### src/design/dpo_pkg.sv
// shared constants and types of the detrended price oscillator
package dpo_pkg;

    localparam int PRICE_W           = 32;
    localparam int OSC_W             = 33;
    localparam int SUM_W             = 40;
    localparam int PERIOD_W          = 8;
    localparam int WIN_W             = 9;
    localparam int PADDR_W           = 3;
    localparam int PDATA_W           = 32;
    localparam int HISTORY_DEPTH_DEF = 256;
    localparam int DIV_STEPS         = SUM_W;
    localparam int DIV_CNT_W         = $clog2(DIV_STEPS);
    localparam int DVS_W             = 9;
    localparam int REM_W             = 8;

    localparam logic [PERIOD_W-1:0] PERIOD_RESET = 8'd20;
    localparam logic [WIN_W-1:0]    COUNT_MAX    = 9'd511;

    // register index as decoded from paddr
    localparam logic REG_IDX_PERIOD = 1'b0;

    typedef struct packed {
        logic busy;
        logic done;
    } div_status_t;

endpackage

### src/design/dpo_divider.sv
// iterative signed divider, one quotient bit per cycle, truncating toward zero
module dpo_divider import dpo_pkg::*; (
    input  logic                    aclk,
    input  logic                    aresetn,
    input  logic                    start,
    input  logic signed [SUM_W-1:0] dividend,
    input  logic [DVS_W-1:0]        divisor,
    output logic signed [SUM_W-1:0] quotient,
    output div_status_t             status
);

    logic                 busy_reg;
    logic                 done_reg;
    logic [DIV_CNT_W-1:0] cnt_reg;
    logic [SUM_W-1:0]     mag_reg;
    logic [REM_W-1:0]     rem_reg;
    logic [DVS_W-1:0]     dvs_reg;
    logic                 neg_reg;
    logic [DVS_W-1:0]     trial;
    logic                 ge;

    assign trial = {rem_reg, mag_reg[SUM_W-1]};
    assign ge    = (trial >= dvs_reg);

    always_ff @(posedge aclk) begin
        if (!aresetn) begin
            busy_reg <= 1'b0;
            done_reg <= 1'b0;
            cnt_reg  <= '0;
        end else if (start) begin
            busy_reg <= 1'b1;
            done_reg <= 1'b0;
            cnt_reg  <= '0;
        end else if (busy_reg) begin
            cnt_reg <= cnt_reg + 1'b1;
            if (cnt_reg == DIV_CNT_W'(DIV_STEPS - 1)) begin
                busy_reg <= 1'b0;
                done_reg <= 1'b1;
            end
        end
    end

    always_ff @(posedge aclk) begin
        if (start) begin
            mag_reg <= dividend[SUM_W-1] ? (~dividend + 1'b1) : dividend;
            neg_reg <= dividend[SUM_W-1];
            rem_reg <= '0;
            dvs_reg <= divisor;
        end else if (busy_reg) begin
            rem_reg <= ge ? REM_W'(trial - dvs_reg) : trial[REM_W-1:0];
            mag_reg <= {mag_reg[SUM_W-2:0], ge};
        end
    end

    assign quotient    = neg_reg ? $signed(~mag_reg + 1'b1) : $signed(mag_reg);
    assign status.busy = busy_reg;
    assign status.done = done_reg;

endmodule

### config.mk
export PLATFORM = sky130hd
export DESIGN_NAME = dpo_divider
export DESIGN_NICKNAME = d
export VERILOG_FILES = /design/src/design/dpo_pkg.sv /design/src/design/dpo_divider.sv
export SDC_FILE = /design/constraint.sdc
export NUM_CORES = 1
export LEC_CHECK = 0
export ABC_AREA = 1
export BUFFER_PORTS_ARGS = -buffer_cell sky130_fd_sc_hd__buf_4
export CAP_MARGIN = 20
export CORE_MARGIN = 5
export CORE_UTILIZATION = 50
export DETAILED_ROUTE_END_ITERATION = 6
export GPL_ROUTABILITY_DRIVEN = 1
export PLACE_DENSITY_LB_ADDON = 0.1
export SYNTH_ARGS = -nofsm -noshare
export SYNTH_HDL_FRONTEND = slang
export SYNTH_SLANG_ARGS = --single-unit
### constraint.sdc
create_clock -name aclk -period 5 [get_ports aclk]
set_input_delay 0.5 -clock aclk [delete_from_list [all_inputs] [get_ports aclk]]
set_output_delay 0.5 -clock aclk [all_outputs]
set_load 0.03 [all_outputs]
* After elaboration in Yosys (flattened, before gate mapping)
Cells that the tools add are included.
** Word-level totals
- Logic and storage cells :: 27
- Flip-flop bits (word level) :: 66
- Output and inout port bits :: 42
- RAM bits :: 0
- Memory bits (read-only) :: 0
- Memories kept :: 0
- Bits in latches :: 0
- Input port bits :: 52
** Operators by class
- Add/subtract/negate cells :: 4
- Div/mod/pow operators :: 0
- Eq/ne operators :: 1
- Shifts and indexed selects :: 0
- Bitwise gates (word level) :: 3
- Multiply operators :: 0
- Order comparisons :: 1
- Multiplexer cells :: 8
- Reduce and logical (&&, ||, !) cells :: 3
** Operators by type and width (count)
- $mux 40 :: 4
- $add 40x1->40 const B :: 2
- $not 40->40 :: 2
- $ge 9x9->1 :: 1
- $mux 8 :: 1
- $sub 8x8->8 :: 1
- $add 6x1->6 const B :: 1
- $eq 6x6->1 const B :: 1
- $mux 1 :: 3
- $reduce_and 2->1 :: 1
- $reduce_bool 2->1 :: 1
- $reduce_or 2->1 :: 1
- $not 1->1 :: 1

* Depth between registers and ports, before layout
Gate-level depths: netlist of the first run.
- Depth after elaboration :: 4
- Gate-level depth with buffers :: 12
- Depth with buffers taken out :: 12

* Worst setup path after synthesis of the first run
Ideal clock, no wire load.
- Path kind :: register to output
- Start :: reg mag_reg[0]
- End :: out quotient[28]
- Path buffers :: 0
- Arrival :: 1918 ps
- Cell stages (with the launch flop) :: 11
- Required time :: 4500 ps
- Setup slack :: 2582 ps
- Path through :: edfxtp_1 -> inv_1 -> ha_1 -> nand3_2 -> nor2_2 -> nand2_2 -> nor2_2 -> nand3_1 -> nand2_2 -> nand2_1 -> xor2_1
** On the way
- Cells in the longest elaborated chain, start to end :: 3
** Ends and longest elaborated chain
- start: declaration :: RTL line dpo_divider.sv:15 : logic [SUM_W-1:0] mag_reg;
- start signal: assignment :: RTL line dpo_divider.sv:45 : mag_reg <= dividend[SUM_W-1] ? (~dividend + 1'b1) : dividend;
- start signal: assignment :: RTL line dpo_divider.sv:51 : mag_reg <= {mag_reg[SUM_W-2:0], ge};
- $not 40->40 :: RTL line dpo_divider.sv:55 : assign quotient = neg_reg ? $signed(~mag_reg + 1'b1) : $signed(mag_reg);
- $add 40x1->40 :: RTL line dpo_divider.sv:55
- $mux 40 :: RTL line dpo_divider.sv:55
- end: declaration :: RTL line dpo_divider.sv:8 : output logic signed [SUM_W-1:0] quotient,
No other way between the ends.

* Worst setup path after layout of the first run
- Start :: reg mag_reg[1]
- End :: out quotient[22]
Same word-level chain as after synthesis.

==> flow_summary.ini, run 1 <==
[detailed_routing]
ant_nets = 0
wl_per_cell_um = 15.1
routed_wl_mm = 15.9
drcViolationCount = 0
dr.pass1.iters = 5
drtIter0Drc = 383
via_count = 5579
viasPerCell = 5.29

[cts]
postCtsSetupBuffers = 0
clk_pin_slew_ps = 60
clk_latency_ps = 340
cts_made_buffers = 9
postCtsResizedCells = 0
htreeDepth = 3
clock_path_buffers = 2
cts_root_buffer = clkbuf_16
holdBufCountCts = 0
cts_tree = done
clock_sinks = 66

[power]
p_per_area_mw_per_mm2 = 286
swShare = 0.356
peakVddDrop_mv = 0.147
switchingPower_mw = 0.684
combPwrFrac = 0.313
intPower_mw = 1.24
seqPwrFrac = 0.362
clock_power_share = 0.326
p_leak_nw = 3.24

[sta]
relSlewSlack = 0.593
max_slew.worst_pin.slew_ps = 608
setup_viol = 0
period_share = 0.596
rsz0062_at_grt = false
fin_crit_ps = 2980
timing.hold.ws_ps = 336
finalHoldViolCount = 0
fmax_mhz = 336
finalMaxSlewViolations = 0
skew_ps = 10.4
final.setup.tns_ps = 0

[run_status]
status = completed

[placed_design]
dp_cells = 1038
port_buffers = 93
routabilityCongestion = 0.931
dp_hpwl_mm = 12.5
postPlaceCellArea_mm2 = 0.00642

[synthesis]
syn-cell-area_mm2 = 0.00564
synth_top_family_by_area = simple AND/OR/NAND/NOR gates
syn_nets = 889
synthCells = 824
synth.avg_cell_area_um2 = 6.84
synthSimpleGateAreaFrac = 0.386
synth_top_area_frac = 0.266
ys.flop_type = edfxtp_1
synth_edf_count = 50
ys_ff_latch = 66
synth-adder-area-share = 0.0302
yosys.cell_types.count = 40
synth_area_leaders = edfxtp_1 (27%), nand2_1 (15%), nand3_1 (7.9%), inv_1 (7.7%), xor2_1 (6.2%)
ys_seq_area_frac = 0.323
synth_area_leader_cell = edfxtp_1
synth_compound_area_frac = 0.0832
yosys_warnings = 0
synth-xor-area-share = 0.0775
ys_async_sr_fraction = 0
synth.mux.area_fraction = 0

[finish]
layout_common_cells = nand2_1 (227), inv_1 (116), buf_4 (96)
drive_above_1_share = 0.174
nets = 974
fillCellCount = 1047
layout_commonest_cell = nand2_1
stdcell_count = 1054
diodes = 0
largest_reg_flops = 40
final_area_mm2 = 0.00672
area_delta_synth_final_pct = 19.2

[worst_setup_path]
cp-start-kind = register
critPathKind = register to primary output
worstPathCellList = inv_1 > ha_1 > nand3_2 > nor2_2 > nand2_2 > nor2_2 > nand3_1 > nand2_1 > nand2_1 > xor2_1 > buf_4
critPathBufInv = 2
end_kind = primary output
critical-path-top-delay-family = simple AND/OR/NAND/NOR gates
crit_fanout = 6
crit_slowest_cell = edfxtp_1
required_ps = 4500
cpPeakStageDelay_ps = 410
crit_arrival_ps = 2480

[die]
initial_core_util = 0.515
die_area_mm2 = 0.0135
num_rows = 38
core_area_mm2 = 0.0109
die-width_um = 116
ios = 94
die_h_um = 116

[global_route]
gr-usage-all-layers = 0.243
grt_pass1_vias = 5426
antenna_found_initial = 0
grt_max_degree = 54
grt_pass1_wl_mm = 26.0
gr-total-overflow = 0

[worst_hold_path]
hold_class = input port to register

[job]
drv_cap = 0
[stage by stage]
step | total power [mW] | util | setup WS (ps)
2_1_floorplan | 1.08 | - | 2580
3_3_place_gp | 1.29 | 0.587 | 2570
3_5_place_dp | 1.30 | 0.587 | 2440
4_1_cts | 1.93 | 0.615 | 2040
5_1_grt | 2.01 | 0.615 | 1840
6_report | 1.92 | 0.615 | 2020
[area by class of cell]
type | count | area, µm² | share of cell area
tap | 140 | 175 | 0.0261
multi-input combinational | 616 | 3250 | 0.484
clock buffer | 12 | 268 | 0.0398
inverter | 120 | 450 | 0.0670
clock inverter | 4 | 32.5 | 0.00484
sequential | 66 | 1820 | 0.271
timing repair buffer | 96 | 721 | 0.107
[final timing paths]
check        depth (start not counted)  slack, ps  startpoint            to
max reg2reg                          9       3030  dvs_reg[6]    mag_reg[0]
min                                  1        340  divisor[7]    dvs_reg[7]
max                                 11       2020  mag_reg[1]  quotient[22]
min reg2reg                          2        480  rem_reg[7]    rem_reg[7]
[metal layers]
metal,global-route usage,share of wire,up-vias
li1,-,-,2830
met1,0.331,0.46,2544
met2,0.394,0.46,174
met3,0.0440,0.063,31
met4,0.0781,0.021,0
met5,0,0,-
[synthesized netlist by cell type, types with 9 or more instances]
master / instances
nand2_1: 227
inv_1: 116
nand3_1: 89
nor2_1: 86
edfxtp_1: 50
xor2_1: 40
o21ai_0: 38
dfxtp_1: 16
nand4_1: 16
a21oi_1: 15
ha_1: 12
clkbuf_1: 11
nor2_2: 11
o21ai_1: 11
nor3_1: 9
[power by group through the flow]
| stage | Sequential (mW) | Clock (mW) | Combinational (mW) |
|---|---|---|---|
| after floorplan | 0.689 | 0 | 0.390 |
| after CTS | 0.694 | 0.632 | 0.600 |
| after global routing | 0.701 | 0.656 | 0.653 |
| after detailed placement | 0.704 | 0 | 0.596 |
| after global placement | 0.702 | 0 | 0.588 |
| final | 0.694 | 0.625 | 0.600 |
[kinds of logic after synthesis]
kind of cell | after synthesis
adder cells (fa/ha/maj) | 13
AND/OR/NAND/NOR | 472
buffers and inverters | 142
flip-flops | 66
XOR/XNOR | 49
AO/OA/AOI/OAI | 82
(Power assumes the default switching activity.)
==> inputs of run 2 (changes only) <==
==> constraint.sdc (replaced) <==
create_clock -name aclk -period 2.8 [get_ports aclk]
set_input_delay 0.28 -clock aclk [delete_from_list [all_inputs] [get_ports aclk]]
set_output_delay 0.28 -clock aclk [all_outputs]
set_load 0.03 [all_outputs]
==> flow_summary.ini, run 2 (same netlist as run 1, synthesis figures left out) <==
[sta]
setup_viol = 0
max_slew.worst_pin.slew_ps = 760
period_share = 0.935
timing.final.ws_setup_ps = 183
fin_crit_ps = 2620
finalHoldViolCount = 0
fmax_mhz = 382
finalMaxSlewViolations = 0
timing.hold.ws_ps = 111
relSlewSlack = 0.493
skew_ps = 8.41

[die]
num_rows = 38
ios = 94
die_area_mm2 = 0.0135
initial_core_util = 0.515
die-width_um = 116
core_area_mm2 = 0.0109
die_h_um = 116

[global_route]
antenna_found_initial = 0
grt_max_degree = 43
gr-total-overflow = 0
gr-usage-all-layers = 0.240
grt_pass1_wl_mm = 25.4
grt_pass1_vias = 5342

[worst_hold_path]
hold_class = input port to register
hold_depth = 1
worstHoldStart = divisor[8]
hold_end = dvs_reg[8]

[worst_setup_path]
crit_slowest_cell = edfxtp_1
crit_arrival_ps = 2340
r2r-start = dvs_reg[6]
critPathKind = register to primary output
cpPeakStageDelay_ps = 390
reg2reg_to = mag_reg[0]
cp-start-kind = register
path_depth = 11
reg2reg_depth = 9
worstPathCellList = inv_1 > ha_2 > nand3_2 > nor2_2 > nand2_2 > nor2_2 > nand3_1 > nand2_1 > nand2_1 > xor2_1 > buf_4
critPathBufInv = 2
reg2reg_setup_slack_ps = 830
critical-path-top-delay-family = simple AND/OR/NAND/NOR gates
crit_fanout = 6
end_kind = primary output
required_ps = 2520

[placed_design]
dp_hpwl_mm = 12.6
dp_slack_ps = 494
port_buffers = 93
routabilityCongestion = 0.919

[detailed_routing]
wl_per_cell_um = 14.8
drtIter0Drc = 420
via_count = 5595
ant_nets = 0
viasPerCell = 5.30
routed_wl_mm = 15.6
dr.pass1.iters = 5
drcViolationCount = 0

[cts]
cts_tree = done
clk_pin_slew_ps = 60
htreeDepth = 3
clk_latency_ps = 340
cts_made_buffers = 9
cts_root_buffer = clkbuf_16
clock_path_buffers = 2
clock_sinks = 66

[finish]
diodes = 0
area_delta_synth_final_pct = 19.4
layout_commonest_cell = nand2_1
layout_common_cells = nand2_1 (227), inv_1 (116), buf_4 (97)
nets = 975
fillCellCount = 1062
drive_above_1_share = 0.177
largest_reg_flops = 40

[power]
p_leak_nw = 3.23
p_per_area_mw_per_mm2 = 512
peakVddDrop_mv = 0.370

[job]
drv_cap = 0

[run_status]
status = completed
## run 2: through the flow
step / area [µm²] / setup TNS, ps / util / cells / power [mW]
2_1_floorplan: 5640 / 0 / - / 824 / 1.93
3_3_place_gp: 6430 / 0 / 0.588 / 1039 / 2.30
3_5_place_dp: 6430 / 0 / 0.588 / 1039 / 2.33
4_1_cts: 6730 / 0 / 0.615 / 1055 / 3.47
5_1_grt: 6730 / -18.0 / 0.616 / 1055 / 3.63
6_report: 6730 / 0 / 0.616 / 1055 / 3.45
## run 2: power breakdown
group | internal [mW] | switching (mW)
combinational | 0.367 | 0.702
sequential | 1.16 | 0.0812
clock | 0.694 | 0.445
## run 2: layer usage
metal / share of wire / vias to the layer above / global-route usage
li1: - / 2831 / -
met1: 0.46 / 2534 / 0.325
met2: 0.46 / 201 / 0.387
met3: 0.066 / 29 / 0.0358
met4: 0.023 / 0 / 0.0959
met5: 0 / - / 0
## run 2: area by class of cell
type | count | area (µm²) | share of cell area
flip-flops and latches | 66 | 1820 | 0.271
inverters | 120 | 450 | 0.0669
well taps | 140 | 175 | 0.0260
clock buffers | 9 | 225 | 0.0335
repair buffers | 97 | 728 | 0.108
clock inverters | 7 | 76.3 | 0.0113
multi-input cells | 616 | 3260 | 0.484
## run 2: what timing repair did
item,CTS,global route
gates resized for setup,0,1
hold buffers,0,0
buffers inserted,0,0
hold endpoints to repair,0,0
setup endpoints to repair,0,7
## run 2: how the worst max path moves through the flow
| stage | start | endpoint | slack, ps |
|---|---|---|---|
| floorplan | mag_reg[0] | quotient[28] | 600 |
| global placement | mag_reg[0] | quotient[22] | 580 |
| detailed placement | mag_reg[0] | quotient[22] | 490 |
| CTS | mag_reg[0] | quotient[22] | 120 |
| global route | mag_reg[0] | quotient[30] | -20 |
| finish | mag_reg[0] | quotient[22] | 180 |
